`src/sv/fdc_pkg.sv`:
```
package fdc_pkg;

    typedef enum logic [2:0] {
        PH_HUNT,
        PH_HEADER,
        PH_PAYLOAD,
        PH_CRC_HI,
        PH_CRC_LO
    } phase_t;

    typedef enum logic [1:0] {
        KIND_PAYLOAD  = 2'd0,
        KIND_GOOD     = 2'd1,
        KIND_CRC_BAD  = 2'd2,
        KIND_TOO_LONG = 2'd3
    } kind_t;

    localparam int INDEX_W   = 24;
    localparam int MAXLEN_W  = 24;
    localparam int TDATA_W   = 104;
    localparam int FIELD_W   = 4;

    localparam logic [MAXLEN_W-1:0] MAXLEN_RESET = 24'd65536;
    localparam logic [15:0] CRC_INIT = 16'hFFFF;
    localparam logic [15:0] CRC_POLY = 16'h1021;
    localparam logic [15:0] CRC_MSB  = 16'h8000;

    localparam logic [7:0] MAGIC_0 = 8'h4B; // 'K'
    localparam logic [7:0] MAGIC_1 = 8'h32; // '2'
    localparam logic [7:0] MAGIC_2 = 8'h33; // '3'
    localparam logic [7:0] MAGIC_3 = 8'h30; // '0'

    localparam logic [FIELD_W-1:0] MAGIC_LEN  = 4'd4;
    localparam logic [FIELD_W-1:0] HDR_LAST   = 4'd8;
    localparam logic [FIELD_W-1:0] SEQ_LAST   = 4'd4;

    localparam int QUEUE_DEPTH = 2;
    localparam int QPTR_W      = $clog2(QUEUE_DEPTH);

    typedef struct packed {
        kind_t                 kind;
        logic [7:0]            payload_byte;
        logic [INDEX_W-1:0]    byte_index;
        logic [7:0]            frame_type;
        logic [31:0]           seq_num;
        logic [31:0]           payload_length;
        logic                  frame_last;
    } result_t;

    function automatic logic [7:0] magic_byte(input logic [1:0] idx);
        logic [7:0] b;
        unique case (idx)
            2'd0: b = MAGIC_0;
            2'd1: b = MAGIC_1;
            2'd2: b = MAGIC_2;
            default: b = MAGIC_3;
        endcase
        return b;
    endfunction

    // One byte through the CRC-16, most significant bit first.
    function automatic logic [15:0] crc_feed(input logic [15:0] crc_in, input logic [7:0] data);
        logic [15:0] c;
        c = crc_in ^ {data, 8'h00};
        for (int b = 0; b < 8; b++) begin
            if ((c & CRC_MSB) != 16'h0000) begin
                c = (c << 1) ^ CRC_POLY;
            end else begin
                c = c << 1;
            end
        end
        return c;
    endfunction

    localparam logic [15:0] CRC_MAGIC =
        crc_feed(crc_feed(crc_feed(crc_feed(CRC_INIT, MAGIC_0), MAGIC_1), MAGIC_2), MAGIC_3);

endpackage

```
`src/sv/fdc_front.sv`:
```
module fdc_front import fdc_pkg::*; #(
    parameter int COUNT_BITS = 24
) (
    input  logic                aclk,
    input  logic                aresetn,
    input  logic                in_valid,
    input  logic [7:0]          in_byte,
    input  logic [MAXLEN_W-1:0] max_len,
    output logic                push,
    output result_t             push_data
);

    phase_t                 phase_reg, phase_next;
    logic [FIELD_W-1:0]     field_reg, field_next;
    logic [7:0]             type_reg, type_next;
    logic [31:0]            seq_reg, seq_next;
    logic [31:0]            len_reg, len_next;
    logic [COUNT_BITS-1:0]  count_reg, count_next;
    logic [15:0]            crc_reg, crc_next;
    logic [7:0]             crc_hi_reg, crc_hi_next;

    logic [FIELD_W-1:0]     hunt_idx;
    logic [15:0]            crc_upd;
    logic                   too_long;

    always_ff @(posedge aclk) begin
        if (!aresetn) begin
            phase_reg <= PH_HUNT;
            field_reg <= '0;
        end else begin
            phase_reg <= phase_next;
            field_reg <= field_next;
        end
        type_reg   <= type_next;
        seq_reg    <= seq_next;
        len_reg    <= len_next;
        count_reg  <= count_next;
        crc_reg    <= crc_next;
        crc_hi_reg <= crc_hi_next;
    end

    assign crc_upd = crc_feed(crc_reg, in_byte);

    always_comb begin
        phase_next  = phase_reg;
        field_next  = field_reg;
        type_next   = type_reg;
        seq_next    = seq_reg;
        len_next    = len_reg;
        count_next  = count_reg;
        crc_next    = crc_reg;
        crc_hi_next = crc_hi_reg;
        hunt_idx    = '0;
        too_long    = 1'b0;
        push        = 1'b0;
        push_data   = '0;

        if (in_valid) begin
            unique case (phase_reg)
                PH_HUNT: begin
                    // A mismatching 'K' still starts a new magic.
                    if (in_byte == magic_byte(field_reg[1:0])) begin
                        hunt_idx = field_reg + 4'd1;
                    end else if (in_byte == MAGIC_0) begin
                        hunt_idx = 4'd1;
                    end else begin
                        hunt_idx = '0;
                    end
                    if (hunt_idx == MAGIC_LEN) begin
                        crc_next   = CRC_MAGIC;
                        phase_next = PH_HEADER;
                        field_next = '0;
                    end else begin
                        field_next = hunt_idx;
                    end
                end
                PH_HEADER: begin
                    crc_next = crc_upd;
                    if (field_reg == '0) begin
                        type_next = in_byte;
                    end else if (field_reg <= SEQ_LAST) begin
                        seq_next = {seq_reg[23:0], in_byte};
                    end else begin
                        len_next = {len_reg[23:0], in_byte};
                    end
                    field_next = field_reg + 4'd1;
                    if (field_reg == HDR_LAST) begin
                        field_next = '0;
                        count_next = '0;
                        too_long   = (len_next > {8'h00, max_len})
                                     || ((len_next >> COUNT_BITS) != 32'd0);
                        if (too_long) begin
                            push                     = 1'b1;
                            push_data.kind           = KIND_TOO_LONG;
                            push_data.frame_type     = type_next;
                            push_data.seq_num        = seq_next;
                            push_data.payload_length = len_next;
                            push_data.frame_last     = 1'b1;
                            phase_next               = PH_HUNT;
                        end else if (len_next == 32'd0) begin
                            phase_next = PH_CRC_HI;
                        end else begin
                            phase_next = PH_PAYLOAD;
                        end
                    end
                end
                PH_PAYLOAD: begin
                    crc_next                 = crc_upd;
                    push                     = 1'b1;
                    push_data.kind           = KIND_PAYLOAD;
                    push_data.payload_byte   = in_byte;
                    push_data.byte_index     = INDEX_W'(count_reg);
                    push_data.frame_type     = type_reg;
                    push_data.seq_num        = seq_reg;
                    push_data.payload_length = len_reg;
                    push_data.frame_last     = 1'b0;
                    if ((33'(count_reg) + 33'd1) >= {1'b0, len_reg}) begin
                        phase_next = PH_CRC_HI;
                    end
                    count_next = count_reg + COUNT_BITS'(1);
                end
                PH_CRC_HI: begin
                    crc_hi_next = in_byte;
                    phase_next  = PH_CRC_LO;
                end
                PH_CRC_LO: begin
                    push                     = 1'b1;
                    push_data.kind           = ({crc_hi_reg, in_byte} == crc_reg)
                                               ? KIND_GOOD : KIND_CRC_BAD;
                    push_data.frame_type     = type_reg;
                    push_data.seq_num        = seq_reg;
                    push_data.payload_length = len_reg;
                    push_data.frame_last     = 1'b1;
                    phase_next               = PH_HUNT;
                    field_next               = '0;
                end
                default: begin
                    phase_next = PH_HUNT;
                    field_next = '0;
                end
            endcase
        end
    end

endmodule

```
`src/sv/fdc_queue.sv`:
```
module fdc_queue import fdc_pkg::*; (
    input  logic    aclk,
    input  logic    aresetn,
    input  logic    push,
    input  result_t push_data,
    output logic    has_room,
    input  logic    pop,
    output logic    out_valid,
    output result_t out_data
);

    result_t             entry_reg [QUEUE_DEPTH];
    logic [QPTR_W-1:0]   wr_ptr_reg, wr_ptr_next;
    logic [QPTR_W-1:0]   rd_ptr_reg, rd_ptr_next;
    logic [QPTR_W:0]     fill_reg, fill_next;
    logic                do_pop;

    assign has_room  = (fill_reg != (QPTR_W+1)'(QUEUE_DEPTH));
    assign out_valid = (fill_reg != '0);
    assign out_data  = entry_reg[rd_ptr_reg];
    assign do_pop    = pop && out_valid;

    always_comb begin
        wr_ptr_next = wr_ptr_reg;
        rd_ptr_next = rd_ptr_reg;
        fill_next   = fill_reg;
        if (push) begin
            wr_ptr_next = wr_ptr_reg + QPTR_W'(1);
        end
        if (do_pop) begin
            rd_ptr_next = rd_ptr_reg + QPTR_W'(1);
        end
        priority if (push && !do_pop) begin
            fill_next = fill_reg + (QPTR_W+1)'(1);
        end else if (do_pop && !push) begin
            fill_next = fill_reg - (QPTR_W+1)'(1);
        end else begin
            fill_next = fill_reg;
        end
    end

    always_ff @(posedge aclk) begin
        if (!aresetn) begin
            wr_ptr_reg <= '0;
            rd_ptr_reg <= '0;
            fill_reg   <= '0;
        end else begin
            wr_ptr_reg <= wr_ptr_next;
            rd_ptr_reg <= rd_ptr_next;
            fill_reg   <= fill_next;
        end
        if (push) begin
            entry_reg[wr_ptr_reg] <= push_data;
        end
    end

endmodule

```
`src/sv/magic_framed_packet_deframer_crc16.sv`:
```
// A result word is registered into the result queue when its byte is accepted, and is shown
// on the m_axis side once it is at the head of the queue. Throughput: one byte per cycle while
// s_axis_tready is high; s_axis_tready drops only while both result queue entries are held.
// Reset (aresetn low, synchronous): the block hunts for the magic again, the queue is
// emptied, and max_payload_length returns to 65536.
module magic_framed_packet_deframer_crc16 import fdc_pkg::*; #(
    parameter int COUNT_BITS = 24
) (
    input  logic                aclk,
    input  logic                aresetn,
    input  logic                s_axis_tvalid,
    output logic                s_axis_tready,
    input  logic [7:0]          s_axis_tdata,   // rx_byte
    output logic                m_axis_tvalid,
    input  logic                m_axis_tready,
    // payload_byte, byte_index, frame_type, sequence number, payload_length
    output logic [TDATA_W-1:0]  m_axis_tdata,
    output logic [1:0]          m_axis_tuser,   // result_kind
    output logic                m_axis_tlast,   // frame_last
    input  logic                cfg_wr_en,
    input  logic [MAXLEN_W-1:0] cfg_wr_data     // max_payload_length
);

    logic [MAXLEN_W-1:0] max_len_reg;
    logic                push;
    result_t             push_data;
    result_t             out_data;

    always_ff @(posedge aclk) begin
        if (!aresetn) begin
            max_len_reg <= MAXLEN_RESET;
        end else if (cfg_wr_en) begin
            max_len_reg <= cfg_wr_data;
        end
    end

    fdc_front #(
        .COUNT_BITS (COUNT_BITS)
    ) u_front (
        .aclk      (aclk),
        .aresetn   (aresetn),
        .in_valid  (s_axis_tvalid && s_axis_tready),
        .in_byte   (s_axis_tdata),
        .max_len   (max_len_reg),
        .push      (push),
        .push_data (push_data)
    );

    fdc_queue u_queue (
        .aclk      (aclk),
        .aresetn   (aresetn),
        .push      (push),
        .push_data (push_data),
        .has_room  (s_axis_tready),
        .pop       (m_axis_tready),
        .out_valid (m_axis_tvalid),
        .out_data  (out_data)
    );

    assign m_axis_tdata = {out_data.payload_length, out_data.seq_num, out_data.frame_type,
                           out_data.byte_index, out_data.payload_byte};
    assign m_axis_tuser = out_data.kind;
    assign m_axis_tlast = out_data.frame_last;

endmodule

```
`config.mk`:
```
export PLATFORM = sky130hd
export DESIGN_NAME = magic_framed_packet_deframer_crc16
export DESIGN_NICKNAME = d
export VERILOG_FILES = /design/src/sv/fdc_pkg.sv /design/src/sv/fdc_front.sv /design/src/sv/fdc_queue.sv /design/src/sv/magic_framed_packet_deframer_crc16.sv
export SDC_FILE = /design/constraint.sdc
export NUM_CORES = 1
export LEC_CHECK = 0
export ABC_AREA = 1
export BUFFER_PORTS_ARGS = -buffer_cell sky130_fd_sc_hd__buf_2
export CAP_MARGIN = 20
export CELL_PAD_IN_SITES_DETAIL_PLACEMENT = 1
export CELL_PAD_IN_SITES_GLOBAL_PLACEMENT = 2
export CORE_ASPECT_RATIO = 1.25
export CORE_MARGIN = 1
export CORE_UTILIZATION = 33
export DETAILED_ROUTE_END_ITERATION = 10
export GPL_TIMING_DRIVEN = 0
export PLACE_DENSITY = 0.76
export SKIP_LAST_GASP = 1
export SYNTH_ARGS = -nofsm -noshare
export SYNTH_HDL_FRONTEND = slang
export SYNTH_SLANG_ARGS = --single-unit
```
`constraint.sdc`:
```
create_clock -name aclk -period 19.4 [get_ports aclk]
set_clock_uncertainty 0.2 [all_clocks]
set_input_delay 0 -clock aclk [delete_from_list [all_inputs] [get_ports aclk]]
set_output_delay 0 -clock aclk [all_outputs]
set_load 0.05 [all_outputs]
```
## Yosys cells after proc, flatten, opt, wreduce, memory -nomap -nowiden

Memory sizes are Yosys's and may differ from the RTL's. A register that Yosys moved wholly into a read port is not among the register bits.
Index checks and enable logic that the tools add are counted.

| storage, ports and cells | value |
|---|---|
| RAM bits | 214 |
| word-level logic and storage cells | 127 |
| memories | 1 |
| output and inout port bits | 109 |
| register bits | 155 |

| cells by class | value |
|---|---|
| equal/unequal tests | 15 |
| reduce and logical (&&, ||, !) cells | 25 |
| mux-type cells | 54 |
| add/sub/neg operators | 7 |
| magnitude comparators | 3 |
| bitwise logic cells | 10 |

Memories:

| name | words | width | rd ports | clocked after memory_dff | write ports | RTL line | RTL |
|---|---|---|---|---|---|---|---|
| u_queue.entry_reg | 2 | 107 | 1 | 1 | 1 | fdc_queue.sv:12 | `result_t entry_reg [QUEUE_DEPTH];` |

Operator list:

| kind | number |
|---|---|
| $mux W32 | 7 |
| $pmux W73 S3 | 1 |
| $mux W73 | 2 |
| $mux W107 | 1 |
| $mux W13 | 8 |
| $pmux W24 S2 | 1 |
| $ge A33 B32 Y1 | 1 |
| $gt A32 B24 Y1 | 1 |
| $logic_not A32 Y1 | 1 |
| $pmux W16 S2 | 1 |
| $reduce_bool A32 Y1 | 1 |
| $add A24 B1 Y25 const B | 1 |
| $add A24 B1 Y24 const B | 1 |
| $mux W24 | 1 |
| $mux W8 | 3 |
| $not A3 Y3 | 8 |
| $pmux W7 S3 | 1 |
| $mux W4 | 5 |
| $eq A16 B16 Y1 | 1 |
| $mux W16 | 1 |
| $xor A16 B16 Y16 | 1 |
| $mux W3 | 4 |
| $pmux W3 S4 | 1 |
| $pmux W4 S3 | 1 |
| other kinds (32) | 60 |

## Longest topological paths before layout

| logic depth | value |
|---|---|
| word-level depth | 18 |
| depth in mapped cells | 29 |
| mapped depth without buffers | 27 |

## Hierarchy

Synthesis repeated with hierarchy kept, for this count alone.

| second synthesis, totals | value |
|---|---|
| cells, all modules | 1681 |
| area, all modules | 18044.8 um^2 |

Modules (own cells, without submodules):

| module | area an instance (um^2) | instances | sequential area each (um^2) | cells each |
|---|---|---|---|---|
| fdc_front | 8988.6 | 1 | 3743.6 | 1160 |
| fdc_queue | 8070.2 | 1 | 6526.3 | 369 |
| magic_framed_packet_deframer_crc16 | 985.9 | 1 | 480.5 | 152 |

## Worst setup path before layout

Ideal clock, no wire load.

| timing | value |
|---|---|
| path kind | register -> register |
| start | register u_front.field_reg[0] |
| end | memory u_queue.entry_reg[0][0] in the netlist's numbering (enable) |
| period minus slack after synthesis | 8427 ps |
| buffers on the path | 2 |
| data arrival time | 7619 ps |
| slack | 10973 ps |
| required time | 18592 ps |
| cell stages (with the launch flop) | 18 |
| setup time | 608 ps |
| path through | dfxtp_1 > inv_1 > ha_1 > inv_2 > nand2_1 > nand2_1 > buf_6 > buf_2 > nand2_1 > o21ai_0 > inv_1 > ha_1 > nand4_1 > nor3_1 > nand3_1 > nand2_1 > nand4_1 > a21oi_1 |

| between the ends | value |
|---|---|
| longest elaborated chain between the ends | 13 |
| elaborated cells on any way between the ends | 16 |
| classes of those cells | order compare: 2; eq/ne: 1; mux: 10; reduce/logical: 3 |

Ends and longest elaborated chain:

| element | RTL line | RTL |
|---|---|---|
| start: declaration | fdc_front.sv:14 | `logic [FIELD_W-1:0] field_reg, field_next;` |
| start signal: assignment | fdc_front.sv:32 | `field_reg <= field_next;` |
| $le A4 B3 Y1 | fdc_front.sv:81 | `end else if (field_reg <= SEQ_LAST) begin` |
| $mux W32 | fdc_front.sv:81 |  |
| $mux W32 | fdc_front.sv:79 | `if (field_reg == '0) begin` |
| $mux W32 | fdc_front.sv:59 | `unique case (phase_reg)` |
| $mux W32 | fdc_front.sv:58 | `if (in_valid) begin` |
| $gt A32 B24 Y1 or $reduce_bool A32 Y1 (tied branches) | fdc_front.sv:90, fdc_front.sv:91 |  |
| $logic_or A1 B1 Y1 | fdc_front.sv:91 | `\|\| ((len_next >> COUNT_BITS) != 32'd0);` |
| $mux W1 | fdc_front.sv:92 | `if (too_long) begin` |
| $mux W1 * | fdc_front.sv:87 | `if (field_reg == HDR_LAST) begin` |
| $pmux W1 S2 * | fdc_front.sv:59 |  |
| $mux W1 * | fdc_front.sv:58 |  |
| $mux W1 * | fdc_queue.sv:52 | `if (push) begin` |
| $mux W1 (implied by the code) * | fdc_queue.sv:53 | `entry_reg[wr_ptr_reg] <= push_data;` |
| end: declaration | fdc_queue.sv:12 |  |

Mark *: on every way between the ends. The rest lies on a longest branch, timed or not. The select of a mux whose other input is x is not followed.

## Final worst setup path

| timing | value |
|---|---|
| start | register u_front.field_reg[0] |
| end | memory u_queue.entry_reg[1][81] in the netlist's numbering (enable) |

Same word-level chain as after synthesis.

==> results by group <==
Status
  – Status: completed

Route
  – 1st-iter DRT viols: 637
  – WL per Instance: 19.8 um
  – Vias per cell: 4.89
  – WL final: 51.7 mm
  – Pre-Repair DR Iteration Count: 4
  – Total via count in the routed design: 12,804
  – Number of remaining DRC errors: 0
  – Final ANT Viol Nets: 0

Logic synthesis
  – Post-synthesis sequential area ratio: 60.4%
  – Leading register cell type out of synthesis: edfxtp_1
  – Yosys warning total: 0
  – Synthesized area: 0.0178 mm2
  – Distinct cells, synth: 39
  – Post-synth EDFFs: 334
  – Syn_nets: 1,732
  – Synthesized instance count: 1,639
  – Yosys reg bits: 370
  – Mean Syn Cell Area: 10.9 um2
  – FFs w/ async S/R, synth: 0%

Clocking
  – CTS H-tree depth: 2
  – Clock latency on the worst-skew pair: 580 ps
  – Clk root buf: clkbuf_16
  – Clk slew on worst S/H paths: 70 ps
  – Total CTS buffers: 40
  – TritonCTS clock tree: built
  – CTS resizes: 0
  – Max Buffers Root-to-Sink: 3
  – CTS sink cnt: 370
  – Setup bufs post-CTS: 0

Setup path
  – Arr. time, crit path: 5650 ps
  – Worst path required time: 19,450 ps
  – WS Path Type: flip-flop to flip-flop
  – CP max FO: 28
  – Worst Setup End Kind: flip-flop
  – Startpoint Class: flip-flop

STA
  – Slew @ Worst Pin: 1080 ps
  – Max Fclk: 179 MHz
  – Unrepaired setup endpoints after global routing: false
  – Final TNS setup: 0 ps
  – Final hold vios: 0
  – Crit path time final: 5590 ps
  – Final setup vio count: 0
  – Slew Limit Fails: 0
  – Fin crit share: 28.8%
  – Slew headroom: 28.3%

Layout
  – Commonest non-fill, non-tap cell in the layout: nand2_1
  – Largest register FFs: 214
  – Layout area overhead: 22.4%
  – Post-layout util: 41.2%
  – Antenna Cells: 0
  – Most frequent cells in the layout: 366 x nand2_1, 334 x edfxtp_1, 153 x inv_1, 150 x buf_2, 131 x mux2_2
  – Layout cell share with drive strength beyond 1: 20.1%
  – Final net count: 2,008
  – Sequential cell area: 0.0108 mm2
  – Filler cell count in the final layout: 5,857
  – Footprint of the multi-input gates: 0.00619 mm2

Floorplan
  – Die width: 210 um
  – Ports: 146
  – Core region area: 0.0529 mm2
  – Initial core utilization: 33.6%
  – Site Rows: 94
  – Die area: 0.0549 mm2
  – DIE HEIGHT: 262 um

Pwr
  – Max rail drop VDD: 48.6 uV
  – Clk pwr share: 45.4%
  – Internal power: 0.00136 W
  – LEAKAGE: 7.45 nW
  – PD cells: 80.1 mW/mm2
  – Switch Pwr: 0.000389 W
  – Sw frac: 22.3%
  – Sequential fraction of design power: 49.4%
  – Comb pwr share: 5.2%

Global routing
  – Vias in the first global route: 13,556
  – Largest net degree at the start of global routing: 33
  – Total GRT Usage: 18.9%
  – Grt ovf: 0
  – Initial antenna violation count: 0
  – Global-route wire length before repair: 79.0 mm

Placed design
  – Detailed placer's ending HPWL: 38.0 mm
  – GP Congestion: 0.840
  – Port-buffer cells: 145

Job
  – Max cap viols: 0

Min path
  – Class of the worst hold path: input pin to flip-flop
## path summary, 6_finish.rpt
path,from,to,slack [ps],cells after the start
worst max-delay path,u_front.field_reg[0],u_queue.entry_reg[1][81],13810,23
worst min-delay path,s_axis_tdata[0],u_front.crc_hi_reg[0],50,2
worst max register to register,u_front.field_reg[0],u_queue.entry_reg[1][81],13810,23
worst min register to register,max_len_reg[4],max_len_reg[4],270,2
## stage by stage
step                cell area [um2]  std cells  setup WS [ps]  total power (W)  hold slack (ps)
global route                  21800       2618          13410          0.00180             51.3
detailed placement            19700       2469          13830         0.000957            -2.39
CTS                           21800       2618          13760          0.00177             34.0
global placement              19400       2456           6530         0.000954            -5.69
floorplan                     17800       1639          10970         0.000927             -101
finish                        21800       2618          13810          0.00174             51.4
## area by class of cell
type                       count  area share, %
sequential                   370           49.3
buffer                        63           1.41
multi-input combinational   1048           28.4
timing repair buffer         234           8.09
clock inverter                25           1.18
clock buffer                  48           5.02
tap                          672           3.86
inverter                     158           2.73
## power groups by stage
stage               combinational [W]  clock (W)  sequential, W
detailed placement          0.0000777          0       0.000879
floorplan                   0.0000483          0       0.000879
finish                      0.0000905   0.000792       0.000862
global placement            0.0000754          0       0.000879
CTS                         0.0000909   0.000813       0.000862
global route                0.0000990   0.000838       0.000862
## worst max-delay path, stage by stage (launching register included)
cell,delay [ps]
dfxtp_1,500
inv_1,160
ha_1,300
inv_2,100
nand2_1,50
nand2_1,140
clkbuf_1,410
o21ai_0,380
ha_1,430
nand2_1,60
inv_1,60
nand2_1,50
nand2_1,50
nand2_1,40
nand2_1,70
nand2_1,50
nand2_1,100
nand3_1,90
nand2_1,140
nand4_1,420
a21boi_4,730
buf_16,230
buf_12,200
buf_12,220
## cells in the mapped netlist, types with 2 or more instances
master | n | area, um2
a21o_1 | 2 | 15.0
a21oi_1 | 132 | 661
a22oi_1 | 2 | 15.0
buf_2 | 5 | 25.0
buf_6 | 8 | 90.1
clkbuf_1 | 48 | 180
clkinv_1 | 2 | 7.51
dfxtp_1 | 36 | 721
edfxtp_1 | 334 | 10000
ha_1 | 56 | 701
inv_1 | 153 | 574
inv_2 | 2 | 7.51
mux2_2 | 131 | 1480
nand2_1 | 366 | 1370
nand2_2 | 7 | 43.8
nand3_1 | 23 | 115
nand4_1 | 20 | 125
nor2_1 | 118 | 443
nor3_1 | 47 | 235
o211ai_1 | 2 | 15.0
o21a_1 | 2 | 15.0
o21ai_0 | 76 | 380
or2_2 | 5 | 31.3
xnor2_1 | 25 | 219
xor2_1 | 23 | 201
## cells by family after synthesis
| logic type | share of synthesized area [%] |
|---|---|
| adder cells (fa/ha/maj) | 3.94 |
| flip-flops | 60.4 |
| AND/OR/NAND/NOR | 13.6 |
| multiplexers | 8.29 |
| AO/OA/AOI/OAI | 6.33 |
| XOR/XNOR | 2.36 |
| buffers and inverters | 5.07 |
## per-layer routing
metal	global-route usage (%)	share of wire, %
met1	22.3	42
met2	35.6	53
met3	2.64	2.8
met4	5.74	2.6
met5	0	0
## what timing repair did
item                                    in CTS  in global routing
endpoints found under the hold margin       77                  0
endpoints found under the setup margin       0                  0
hold buffers                                76                  0
No activity file was read; power rests on OpenSTA's default activity.
